<file path="config.mk">
export PLATFORM = sky130hd
export DESIGN_NAME = distance_vector_route_table_unit
export DESIGN_NICKNAME = d
export VERILOG_FILES = /design/src/rtl/dvrt_pkg.sv /design/src/rtl/dvrt_ram.sv /design/src/rtl/dvrt_match.sv /design/src/rtl/distance_vector_route_table_unit.sv
export VERILOG_INCLUDE_DIRS = /design/src /design/src/rtl
export SDC_FILE = /design/constraint.sdc
export NUM_CORES = 2
export LEC_CHECK = 0
export ABC_AREA = 1
export BUFFER_PORTS_ARGS = -buffer_cell sky130_fd_sc_hd__buf_2
export CORE_MARGIN = 4
export CORE_UTILIZATION = 30
export DETAILED_ROUTE_END_ITERATION = 10
export HOLD_SLACK_MARGIN = 0.15
export SLEW_MARGIN = 10
export SYNTH_ARGS = -nofsm -noshare
export SYNTH_HDL_FRONTEND = slang
export SYNTH_HIERARCHICAL = 1
export SYNTH_SLANG_ARGS = --single-unit
</file>
<file path="constraint.sdc">
create_clock -name clock -period 44 [get_ports clock]
set_input_delay 8.8 -clock clock [delete_from_list [all_inputs] [get_ports clock]]
set_output_delay 8.8 -clock clock [all_outputs]
set_load 0.005 [all_outputs]
</file>
<file path="src/rtl/assert_macros.svh">
// Assertion macros shared by the route table RTL.
// Each macro expects a clock named clock and a reset named reset in scope.
`ifndef ASSERT_MACROS_SVH
`define ASSERT_MACROS_SVH

// Same-cycle implication, disabled during reset
`define ASSERT_IMPLIES(label, ante, cons, msg) \
   label: assert property (@(posedge clock) disable iff (reset) (ante) |-> (cons)) \
      else $error(msg);

// Next-cycle implication, disabled during reset
`define ASSERT_NEXT(label, ante, cons, msg) \
   label: assert property (@(posedge clock) disable iff (reset) (ante) |=> (cons)) \
      else $error(msg);

`endif

</file>
<file path="src/rtl/dvrt_pkg.sv">
// Package for the distance-vector route table: sizes, codes, payload types.
// Used by dvrt_match, the top level and the checker; depends on nothing.
package dvrt_pkg;

   localparam int unsigned TABLE_DEPTH  = 32;
   localparam int unsigned PORT_COUNT   = 4;
   localparam int unsigned INDEX_WIDTH  = $clog2(TABLE_DEPTH);
   localparam int unsigned METRIC_WIDTH = 5;
   localparam int unsigned LENGTH_WIDTH = 6;

   localparam logic [METRIC_WIDTH-1:0] INFINITY_METRIC = 5'd16;

   // Command codes
   localparam logic [1:0] CMD_APPLY   = 2'd0;
   localparam logic [1:0] CMD_DUMP    = 2'd1;
   localparam logic [1:0] CMD_INSTALL = 2'd2;

   // Result status codes
   localparam logic [2:0] ST_IGNORED    = 3'd0;
   localparam logic [2:0] ST_INSERTED   = 3'd1;
   localparam logic [2:0] ST_UPDATED    = 3'd2;
   localparam logic [2:0] ST_ERASED     = 3'd3;
   localparam logic [2:0] ST_FULL       = 3'd4;
   localparam logic [2:0] ST_DUMP_ENTRY = 3'd5;
   localparam logic [2:0] ST_DUMP_EMPTY = 3'd6;

   typedef struct packed {
      logic [1:0]  cmd;
      logic [31:0] route_addr;
      logic [31:0] route_mask;
      logic [31:0] route_nexthop;
      logic [31:0] route_metric;
      logic [31:0] sender_addr;
      logic [1:0]  port_index;
   } req_type;

   typedef struct packed {
      logic [2:0]              status;
      logic [31:0]             out_addr;
      logic [31:0]             out_mask;
      logic [31:0]             out_nexthop;
      logic [METRIC_WIDTH-1:0] out_metric;
      logic                    last;
   } rsp_type;

   // One table slot as held in the route memory
   typedef struct packed {
      logic [31:0]             prefix;
      logic [LENGTH_WIDTH-1:0] length;
      logic [31:0]             gateway;
      logic [METRIC_WIDTH-1:0] cost;
      logic [1:0]              port;
   } slot_type;

   // Sequencer to match unit
   typedef struct packed {
      logic                   start;
      logic                   issue;
      logic [INDEX_WIDTH-1:0] issue_idx;
   } scan_ctl_type;

   // Match unit to sequencer
   typedef struct packed {
      logic                    found;
      logic [INDEX_WIDTH-1:0]  match_idx;
      logic [METRIC_WIDTH-1:0] match_cost;
      logic [31:0]             match_gateway;
      logic                    free_found;
      logic [INDEX_WIDTH-1:0]  free_idx;
   } scan_result_type;

   typedef enum logic [2:0] {
      S_IDLE,
      S_PREP,
      S_SCAN,
      S_DRAIN,
      S_DECIDE,
      S_RESULT,
      S_DUMP_SEEK,
      S_DUMP_EMIT
   } state_type;

   // Mask with the top len bits set
   function automatic logic [31:0] len_to_mask(input logic [LENGTH_WIDTH-1:0] len);
      logic [31:0] mask;
      if (len >= LENGTH_WIDTH'(32)) begin
         mask = 32'hFFFF_FFFF;
      end else begin
         mask = ~(32'hFFFF_FFFF >> len[4:0]);
      end
      return mask;
   endfunction

endpackage

</file>
<file path="src/rtl/dvrt_ram.sv">
// Generic single-write, single-read RAM with registered read data.
// Stand-alone; no package dependency.
module dvrt_ram #(
   parameter int unsigned WIDTH = 8,
   parameter int unsigned DEPTH = 32
) (
   input  logic                     clock,
   input  logic                     wr_en,
   input  logic [$clog2(DEPTH)-1:0] wr_addr,
   input  logic [WIDTH-1:0]         wr_data,
   input  logic [$clog2(DEPTH)-1:0] rd_addr,
   output logic [WIDTH-1:0]         rd_data
);

   logic [WIDTH-1:0] mem_ff [DEPTH];

   // Write port
   always_ff @(posedge clock) begin
      if (wr_en) begin
         mem_ff[wr_addr] <= wr_data;
      end
   end

   // Registered read port
   always_ff @(posedge clock) begin
      rd_data <= mem_ff[rd_addr];
   end

endmodule

</file>
<file path="src/rtl/dvrt_match.sv">
// Shared slot compare unit: checks one slot per cycle against the key and
// tracks the first matching slot and the first free slot. Uses dvrt_pkg.
module dvrt_match (
   input  logic                                      clock,
   input  logic                                      reset,
   input  dvrt_pkg::scan_ctl_type                    ctl,
   input  logic [dvrt_pkg::TABLE_DEPTH-1:0]          slot_valid,
   input  logic [31:0]                               key_prefix,
   input  logic [dvrt_pkg::LENGTH_WIDTH-1:0]         key_length,
   input  dvrt_pkg::slot_type                        rd_slot,
   output dvrt_pkg::scan_result_type                 result
);

   logic                             step_en_ff, step_en_in;
   logic [dvrt_pkg::INDEX_WIDTH-1:0] step_idx_ff, step_idx_in;
   dvrt_pkg::scan_result_type        res_ff, res_in;
   logic                             hit;
   logic                             free;

   // Compare the slot whose read data arrives this cycle
   always_comb begin
      hit  = slot_valid[step_idx_ff] && (rd_slot.prefix == key_prefix) &&
             (rd_slot.length == key_length);
      free = !slot_valid[step_idx_ff];
   end

   // Next value of the tracking registers
   always_comb begin
      step_en_in  = ctl.issue;
      step_idx_in = ctl.issue_idx;
      res_in      = res_ff;
      if (ctl.start) begin
         res_in.found      = 1'b0;
         res_in.free_found = 1'b0;
      end else if (step_en_ff) begin
         if (hit && !res_ff.found) begin
            res_in.found         = 1'b1;
            res_in.match_idx     = step_idx_ff;
            res_in.match_cost    = rd_slot.cost;
            res_in.match_gateway = rd_slot.gateway;
         end
         if (free && !res_ff.free_found) begin
            res_in.free_found = 1'b1;
            res_in.free_idx   = step_idx_ff;
         end
      end
   end

   always_ff @(posedge clock) begin
      if (reset) begin
         step_en_ff        <= 1'b0;
         res_ff.found      <= 1'b0;
         res_ff.free_found <= 1'b0;
      end else begin
         step_en_ff        <= step_en_in;
         res_ff.found      <= res_in.found;
         res_ff.free_found <= res_in.free_found;
      end
      step_idx_ff          <= step_idx_in;
      res_ff.match_idx     <= res_in.match_idx;
      res_ff.match_cost    <= res_in.match_cost;
      res_ff.match_gateway <= res_in.match_gateway;
      res_ff.free_idx      <= res_in.free_idx;
   end

   assign result = res_ff;

endmodule

</file>
<file path="src/rtl/distance_vector_route_table_unit.sv">
// Top level of the distance-vector route table: sequencer, valid bits,
// output register. Uses dvrt_pkg, dvrt_ram, dvrt_match and assert_macros.svh.
//
// Usage:
//   Requests enter on req_valid/req_ready with a req_type payload; results
//   leave on rsp_valid/rsp_ready with a rsp_type payload. req_ready is high
//   only while the sequencer is idle, so one request is worked at a time.
//   Apply and install read every slot through the single route memory read
//   port, one slot per cycle, and the shared compare unit checks each one;
//   the sequencer then passes through drain and decide states before it
//   forms the single result. A bad interface or the unused command skips
//   the scan and goes straight to the result.
//   Dump walks the valid bits one slot per cycle while it finds empty
//   slots and, for each valid slot, does a memory read in a seek state and
//   then emits the result; its final result carries last = 1. An empty
//   table answers with one dump-empty result.
//   Results sit in an output register: a new request is taken while the
//   previous result still waits. When the receiver stalls, a dump pauses
//   with its current entry until the register drains.
//   Reset clears the valid bits, so the table is empty at once;
//   the route memory itself is not cleared.
`include "assert_macros.svh"

module distance_vector_route_table_unit (
   input  logic              clock,
   input  logic              reset,
   input  logic              req_valid,
   output logic              req_ready,
   input  dvrt_pkg::req_type req_data,
   output logic              rsp_valid,
   input  logic              rsp_ready,
   output dvrt_pkg::rsp_type rsp_data
);

   localparam int unsigned IW = dvrt_pkg::INDEX_WIDTH;
   localparam int unsigned MW = dvrt_pkg::METRIC_WIDTH;
   localparam int unsigned LW = dvrt_pkg::LENGTH_WIDTH;

   dvrt_pkg::state_type              state_ff, state_in;
   dvrt_pkg::req_type                req_ff, req_in;
   logic [LW-1:0]                    len_ff, len_in;
   logic [MW-1:0]                    metric_ff, metric_in;
   logic [31:0]                      gw_ff, gw_in;
   logic [2:0]                       status_ff, status_in;
   logic [IW-1:0]                    idx_ff, idx_in;
   logic [dvrt_pkg::TABLE_DEPTH-1:0] valid_ff, valid_in;
   logic                             rsp_valid_ff, rsp_valid_in;
   dvrt_pkg::rsp_type                rsp_data_ff, rsp_data_in;

   dvrt_pkg::scan_ctl_type           scan_ctl;
   dvrt_pkg::scan_result_type        scan_res;
   dvrt_pkg::slot_type               rd_slot;
   dvrt_pkg::slot_type               wr_slot;
   logic [$bits(dvrt_pkg::slot_type)-1:0] rd_bits;

   logic                             port_ok;
   logic                             idx_last;
   logic                             out_free;
   logic                             no_more;
   logic [dvrt_pkg::TABLE_DEPTH-1:0] above;
   logic                             change;
   logic [2:0]                       dec_status;
   logic                             dec_write;
   logic                             dec_erase;
   logic [IW-1:0]                    dec_idx;
   logic                             load_rsp;
   logic                             load_req;
   logic                             ram_we;

   logic                             chk_emit;
   logic                             chk_insert;
   logic                             chk_modify;
   logic                             chk_seek_hit;

   // Route memory and compare unit
   dvrt_ram #(
      .WIDTH ($bits(dvrt_pkg::slot_type)),
      .DEPTH (dvrt_pkg::TABLE_DEPTH)
   ) u_ram (
      .clock   (clock),
      .wr_en   (ram_we),
      .wr_addr (dec_idx),
      .wr_data (wr_slot),
      .rd_addr (idx_ff),
      .rd_data (rd_bits)
   );

   assign rd_slot = dvrt_pkg::slot_type'(rd_bits);

   dvrt_match u_match (
      .clock      (clock),
      .reset      (reset),
      .ctl        (scan_ctl),
      .slot_valid (valid_ff),
      .key_prefix (req_ff.route_addr),
      .key_length (len_ff),
      .rd_slot    (rd_slot),
      .result     (scan_res)
   );

   // Common conditions
   always_comb begin
      port_ok  = 32'(req_ff.port_index) < dvrt_pkg::PORT_COUNT;
      idx_last = idx_ff == IW'(dvrt_pkg::TABLE_DEPTH - 1);
      out_free = !rsp_valid_ff || rsp_ready;
      for (int k = 0; k < dvrt_pkg::TABLE_DEPTH; k++) begin
         above[k] = IW'(k) > idx_ff;
      end
      no_more = (valid_ff & above) == '0;
   end

   // Apply / install decision once the scan is complete
   always_comb begin
      change     = ((req_ff.sender_addr == scan_res.match_gateway) &&
                    (metric_ff != scan_res.match_cost)) ||
                   (metric_ff < scan_res.match_cost);
      dec_status = dvrt_pkg::ST_IGNORED;
      dec_write  = 1'b0;
      dec_erase  = 1'b0;
      dec_idx    = scan_res.match_idx;
      if (req_ff.cmd == dvrt_pkg::CMD_APPLY) begin
         if (scan_res.found) begin
            if (change && (metric_ff == dvrt_pkg::INFINITY_METRIC)) begin
               dec_erase  = 1'b1;
               dec_status = dvrt_pkg::ST_ERASED;
            end else if (change) begin
               dec_write  = 1'b1;
               dec_status = dvrt_pkg::ST_UPDATED;
            end
         end else if (metric_ff != dvrt_pkg::INFINITY_METRIC) begin
            if (scan_res.free_found) begin
               dec_write  = 1'b1;
               dec_idx    = scan_res.free_idx;
               dec_status = dvrt_pkg::ST_INSERTED;
            end else begin
               dec_status = dvrt_pkg::ST_FULL;
            end
         end
      end else begin
         if (scan_res.found) begin
            dec_write  = 1'b1;
            dec_status = dvrt_pkg::ST_UPDATED;
         end else if (scan_res.free_found) begin
            dec_write  = 1'b1;
            dec_idx    = scan_res.free_idx;
            dec_status = dvrt_pkg::ST_INSERTED;
         end else begin
            dec_status = dvrt_pkg::ST_FULL;
         end
      end
      wr_slot.prefix  = req_ff.route_addr;
      wr_slot.length  = len_ff;
      wr_slot.gateway = gw_ff;
      wr_slot.cost    = metric_ff;
      wr_slot.port    = req_ff.port_index;
   end

   // Next state
   always_comb begin
      state_in = state_ff;
      unique case (state_ff)
         dvrt_pkg::S_IDLE: begin
            if (req_valid) begin
               state_in = dvrt_pkg::S_PREP;
            end
         end
         dvrt_pkg::S_PREP: begin
            if (!port_ok) begin
               state_in = dvrt_pkg::S_RESULT;
            end else begin
               unique case (req_ff.cmd) inside
                  dvrt_pkg::CMD_DUMP: begin
                     state_in = (valid_ff == '0) ? dvrt_pkg::S_RESULT
                                                 : dvrt_pkg::S_DUMP_SEEK;
                  end
                  dvrt_pkg::CMD_APPLY, dvrt_pkg::CMD_INSTALL: begin
                     state_in = dvrt_pkg::S_SCAN;
                  end
                  default: begin
                     state_in = dvrt_pkg::S_RESULT;
                  end
               endcase
            end
         end
         dvrt_pkg::S_SCAN: begin
            if (idx_last) begin
               state_in = dvrt_pkg::S_DRAIN;
            end
         end
         dvrt_pkg::S_DRAIN: begin
            state_in = dvrt_pkg::S_DECIDE;
         end
         dvrt_pkg::S_DECIDE: begin
            state_in = dvrt_pkg::S_RESULT;
         end
         dvrt_pkg::S_RESULT: begin
            if (out_free) begin
               state_in = dvrt_pkg::S_IDLE;
            end
         end
         dvrt_pkg::S_DUMP_SEEK: begin
            if (valid_ff[idx_ff]) begin
               state_in = dvrt_pkg::S_DUMP_EMIT;
            end
         end
         dvrt_pkg::S_DUMP_EMIT: begin
            if (out_free) begin
               state_in = no_more ? dvrt_pkg::S_IDLE : dvrt_pkg::S_DUMP_SEEK;
            end
         end
         default: begin
            state_in = dvrt_pkg::S_IDLE;
         end
      endcase
   end

   // Sequencer outputs
   always_comb begin
      req_ready          = 1'b0;
      load_req           = 1'b0;
      load_rsp           = 1'b0;
      ram_we             = 1'b0;
      scan_ctl.start     = 1'b0;
      scan_ctl.issue     = 1'b0;
      scan_ctl.issue_idx = idx_ff;
      unique case (state_ff) inside
         dvrt_pkg::S_IDLE: begin
            req_ready = 1'b1;
            load_req  = req_valid;
         end
         dvrt_pkg::S_PREP: begin
            scan_ctl.start = 1'b1;
         end
         dvrt_pkg::S_SCAN: begin
            scan_ctl.issue = 1'b1;
         end
         dvrt_pkg::S_DECIDE: begin
            ram_we = dec_write;
         end
         dvrt_pkg::S_RESULT, dvrt_pkg::S_DUMP_EMIT: begin
            load_rsp = out_free;
         end
         default: begin
         end
      endcase
   end

   // Datapath next values
   always_comb begin
      req_in       = load_req ? req_data : req_ff;
      len_in       = len_ff;
      metric_in    = metric_ff;
      gw_in        = gw_ff;
      status_in    = status_ff;
      idx_in       = idx_ff;
      valid_in     = valid_ff;
      rsp_data_in  = rsp_data_ff;
      rsp_valid_in = rsp_valid_ff && !rsp_ready;

      unique case (state_ff)
         dvrt_pkg::S_PREP: begin
            len_in = LW'($countones(req_ff.route_mask));
            idx_in = '0;
            if (req_ff.cmd == dvrt_pkg::CMD_APPLY) begin
               metric_in = (req_ff.route_metric >= 32'(dvrt_pkg::INFINITY_METRIC - 5'd1))
                         ? dvrt_pkg::INFINITY_METRIC
                         : req_ff.route_metric[MW-1:0] + MW'(1);
               gw_in     = (req_ff.route_nexthop == 32'd0) ? req_ff.sender_addr
                                                            : req_ff.route_nexthop;
            end else begin
               metric_in = (req_ff.route_metric >= 32'(dvrt_pkg::INFINITY_METRIC))
                         ? dvrt_pkg::INFINITY_METRIC
                         : req_ff.route_metric[MW-1:0];
               gw_in     = 32'd0;
            end
            status_in = (req_ff.cmd == dvrt_pkg::CMD_DUMP) ? dvrt_pkg::ST_DUMP_EMPTY
                                                           : dvrt_pkg::ST_IGNORED;
         end
         dvrt_pkg::S_SCAN: begin
            idx_in = idx_ff + IW'(1);
         end
         dvrt_pkg::S_DECIDE: begin
            status_in = dec_status;
            if (dec_write) begin
               valid_in[dec_idx] = 1'b1;
            end
            if (dec_erase) begin
               valid_in[dec_idx] = 1'b0;
            end
         end
         dvrt_pkg::S_DUMP_SEEK: begin
            if (!valid_ff[idx_ff]) begin
               idx_in = idx_ff + IW'(1);
            end
         end
         dvrt_pkg::S_DUMP_EMIT: begin
            if (out_free && !no_more) begin
               idx_in = idx_ff + IW'(1);
            end
         end
         default: begin
         end
      endcase

      // Result register load
      if (load_rsp) begin
         rsp_valid_in = 1'b1;
         if (state_ff == dvrt_pkg::S_DUMP_EMIT) begin
            rsp_data_in.status      = dvrt_pkg::ST_DUMP_ENTRY;
            rsp_data_in.out_addr    = rd_slot.prefix;
            rsp_data_in.out_mask    = dvrt_pkg::len_to_mask(rd_slot.length);
            rsp_data_in.out_nexthop = rd_slot.gateway;
            rsp_data_in.out_metric  = (rd_slot.port == req_ff.port_index)
                                    ? dvrt_pkg::INFINITY_METRIC : rd_slot.cost;
            rsp_data_in.last        = no_more;
         end else begin
            rsp_data_in.status      = status_ff;
            rsp_data_in.out_addr    = 32'd0;
            rsp_data_in.out_mask    = 32'd0;
            rsp_data_in.out_nexthop = 32'd0;
            rsp_data_in.out_metric  = '0;
            rsp_data_in.last        = 1'b1;
         end
      end
   end

   // Registers
   always_ff @(posedge clock) begin
      if (reset) begin
         state_ff     <= dvrt_pkg::S_IDLE;
         valid_ff     <= '0;
         rsp_valid_ff <= 1'b0;
      end else begin
         state_ff     <= state_in;
         valid_ff     <= valid_in;
         rsp_valid_ff <= rsp_valid_in;
      end
      req_ff      <= req_in;
      len_ff      <= len_in;
      metric_ff   <= metric_in;
      gw_ff       <= gw_in;
      status_ff   <= status_in;
      idx_ff      <= idx_in;
      rsp_data_ff <= rsp_data_in;
   end

   assign rsp_valid = rsp_valid_ff;
   assign rsp_data  = rsp_data_ff;

   // Terms for the checks
   always_comb begin
      chk_emit     = state_ff == dvrt_pkg::S_DUMP_EMIT;
      chk_insert   = (state_ff == dvrt_pkg::S_DECIDE) &&
                     (dec_status == dvrt_pkg::ST_INSERTED);
      chk_modify   = (state_ff == dvrt_pkg::S_DECIDE) &&
                     ((dec_status == dvrt_pkg::ST_UPDATED) ||
                      (dec_status == dvrt_pkg::ST_ERASED));
      chk_seek_hit = (state_ff == dvrt_pkg::S_DUMP_SEEK) && valid_ff[idx_ff];
   end

   // Checks
   `ASSERT_IMPLIES(a_no_overwrite, load_rsp && rsp_valid_ff, rsp_ready, "result overwritten")
   `ASSERT_IMPLIES(a_dump_valid, chk_emit, valid_ff[idx_ff], "dump of empty slot")
   `ASSERT_IMPLIES(a_insert_free, chk_insert, !valid_ff[dec_idx], "insert into used slot")
   `ASSERT_IMPLIES(a_update_used, chk_modify, valid_ff[dec_idx], "update of empty slot")
   `ASSERT_NEXT(a_seek_emit, chk_seek_hit, state_ff == dvrt_pkg::S_DUMP_EMIT, "dump seek stalled")

endmodule

</file>
==> key figures <==
Run status
  • Outcome: finished clean

Flow run
  • Max-Cap Viols: 0

Timing
  • Final Slew Violations: 0
  • Hold Vio Cnt, Final: 0
  • Setup Skew: 74.9 ps
  • Fmax: 93.2 MHz
  • Final setup viols: 0
  • RSZ-0062 raised after global routing: no
  • Final worst-path cycle share: 0.244
  • Rel. slew slack: 0.134
  • Total negative slack: 0 ps
  • Pin slew with the least headroom to its limit: 1300 ps
  • Tmin final: 10730 ps

Synth
  • Yosys Warn Count: 6
  • Syn Nets: 10.2k
  • Cell area after synthesis: 0.119 mm^2
  • Register bit total from synthesis: 2952
  • Post-Synthesis Cells: 9979
  • Unique masters post-synth: 47
  • Synth Flop Type: edfxtp_1
  • Seq/Total Area, Yosys: 0.736
  • Post-synth EDFFs: 2831
  • Post-synthesis area per instance: 11.9 um^2
  • Post-synth ARST share: 0

Cells and area
  • Filler cells: 38.3k
  • Share of layout cells above drive strength 1: 0.0956
  • Nets: 10.4k
  • Area Overhead vs Synth: 14.2%
  • Fin area: 0.136 mm^2

Setup path
  • Worst reg2reg path endpoint: u_ram/mem_ff[14][52]
  • Worst Path Max Fanout: 6
  • Setup crit end kind: output port
  • CP Launch Point: state_ff[2]
  • Reg-to-reg slack, setup: 37100 ps
  • Worst reg2reg startpoint: metric_ff[3]
  • R2R cell count: 14
  • Req. time, crit path: 35200 ps
  • CP Launch Type: flip-flop
  • Worst EP arrival: 1930 ps
  • Worst setup path class: reg -> out

Route
  • Routed Antenna Nets: 0
  • DRC Markers: 0
  • DR WL/cell: 22.3 um
  • Final WL: 349000 um
  • Vias post-DR: 77.5k
  • DR vias/cell: 4.95
  • Drt first-iter violations: 8920
  • DR pass1 iterations: 6

CTS
  • CTS buffer count: 317
  • Clock Path Buffers: 4
  • CTS clk-pin slew, worst paths: 70 ps
  • Post-CTS Resized: 0
  • Post-CTS Setup Bufs: 0
  • Max H-tree Level: 5
  • Clk root buf: clkbuf_16
  • Post-CTS Hold Buffers: 0
  • Clk sinks: 2952
  • CTS tree: built
  • Clock Latency Late Sink: 940 ps

Die
  • Die height: 637 um
  • Ports: 275
  • Core footprint: 0.393 mm^2
  • Row Count: 230
  • Initial Util: 0.302
  • Die area: 0.406 mm^2
  • Die width: 637 um

Power and ir drop
  • Peak supply drop: 0.0342 mV
  • Overall power consumption: 0.00639 W
  • Power Dens Cells: 47.1 mW/mm^2
  • P_leak: 48.4 nW

Global routing
  • Grt met1 use: 0.230
  • Pin count of the biggest net entering global routing: 200
  • First-pass GRT wire length: 505000 um
  • Vias in the first global route: 72.5k
  • Grt ovf: 0
  • Met3 usage in global routing: 0.0251
  • GR Util met2: 0.264
  • Most Crowded Layer GR: met2
  • Antenna violations before repair: 15
  • Tot GR Track Use: 0.164

Placement
  • Gpl congestion: 0.862
  • Placed wire-length estimate: 183000 um
  • Port Buf Inserts: 274
  • Dpl cell area: 0.125 mm^2

Hold path
  • Hold Startpoint: u_ram/rd_data[37]
  • Worst Hold Path EP: u_match/result[36]
  • WHS Path Cells: 0
  • Hold Crit Class: reg -> reg
## cell usage after synthesis, drive strengths merged, types with 2 or more instances
master  instances  area, um^2
nand2        3184       12000
edfxtp       2831       85000
nand3        2273       11400
buf           477        2690
inv           349        1320
nor2          337        1310
dfxtp         121        2420
clkbuf         97         364
o21ai          91         459
a21oi          66         345
xnor2          33         289
fa             24         480
ha             18         225
nand4          15        93.8
nor4           14        87.6
o211ai         13        97.6
nor3            8        45.0
xor2            6        52.6
or2             5        31.3
o22ai           3        18.8
o31ai           3        22.5
a31oi           2        12.5
and2            2        12.5
nor3b           2        15.0
o21a            2        15.0
## worst max path at each step
stage | endpoint | slack, ps | depth (start not counted)
CTS | req_ready | 33230 | 4
detailed placement | req_ff[109] | 32720 | 5
finish | req_ready | 33270 | 4
floorplan | req_ff[0] | 23280 | 2
global placement | req_ff[109] | 32780 | 5
global route | req_ready | 33160 | 4
## metrics by stage
step | utilization | std cells | setup slack, ps | hold WS [ps]
3_3_place_gp | 0.319 | 15100 | 32780 | 413
6_report | 0.345 | 15700 | 33270 | 425
2_1_floorplan | - | 9979 | 23280 | 391
5_1_grt | 0.345 | 15700 | 33160 | 436
3_5_place_dp | 0.319 | 15100 | 32720 | 415
4_1_cts | 0.345 | 15700 | 33230 | 431
## worst max-delay path: stages, from the launching register on
cell and delay (ps):
dfxtp_1 360, nor2_1 130, inv_1 120, nor2_1 230, buf_2 190
## layer usage
layer | up-vias | wire length [um]
met5 | - | 13
met4 | 2 | 9990
met3 | 521 | 28300
met2 | 3353 | 162000
met1 | 38400 | 148000
li1 | 35300 | -
## registers in the layout (all words and copies together) (netlist names)
name,flops
u_match/result,49
u_ram/mem_ff,2464
len_ff,6
valid_ff,32
u_ram/rd_data,77
metric_ff,5
state_ff,3
gw_ff,32
u_match/step_idx_ff,5
rsp_data,105
status_ff,3
u_match/step_en_ff,1
req_ff,164
rsp_valid,1
idx_ff,5
## layout make-up
cell class / count / area, um^2 / area share
Antenna cell: 8 / 20.0 / 0.000148
Clock inverter: 155 / 1610 / 0.0119
Inverter: 349 / 1370 / 0.0101
Clock buffer: 417 / 8590 / 0.0633
Sequential cell: 2952 / 87400 / 0.644
Tap cell: 5220 / 6530 / 0.0481
Multi-Input combinational cell: 6104 / 27300 / 0.201
Timing Repair Buffer: 454 / 2840 / 0.0209
## cells in the final DEF (no fill, tap or decap), types with 13 or more instances in the layout
cell type / instances
a21oi_1: 64
nand4_1: 15
xnor2_1: 33
buf_2: 274
clkbuf_1: 80
ha_1: 18
edfxtp_1: 2831
nand3_1: 2269
o21ai_1: 16
dfxtp_1: 121
clkinv_2: 45
fa_1: 24
inv_6: 15
nor2_4: 38
inv_1: 330
o21ai_0: 74
clkbuf_16: 324
clkinv_1: 46
o211ai_1: 13
nor2_1: 288
buf_4: 171
nor4_1: 13
bufinv_16: 20
nand2_1: 3170
nand2_2: 13
clkbuf_8: 13
## cell families (layout without fill, tap and decap cells)
group | after synthesis | after routing | synth area share
AO/OA/AOI/OAI | 182 | 182 | 0.00831
XOR/XNOR | 39 | 39 | 0.00287
adder cells (fa/ha/maj) | 42 | 42 | 0.00594
buffers and inverters | 923 | 1375 | 0.0368
flip-flops | 2952 | 2952 | 0.736
other | 0 | 8 | 0
AND/OR/NAND/NOR | 5841 | 5841 | 0.210
## power by group
part / switching, W / internal (W)
clock network: 0.00112 / 0.00151
registers: 0.0000518 / 0.00316
logic: 0.000400 / 0.000151
(Power assumes the default switching activity.)
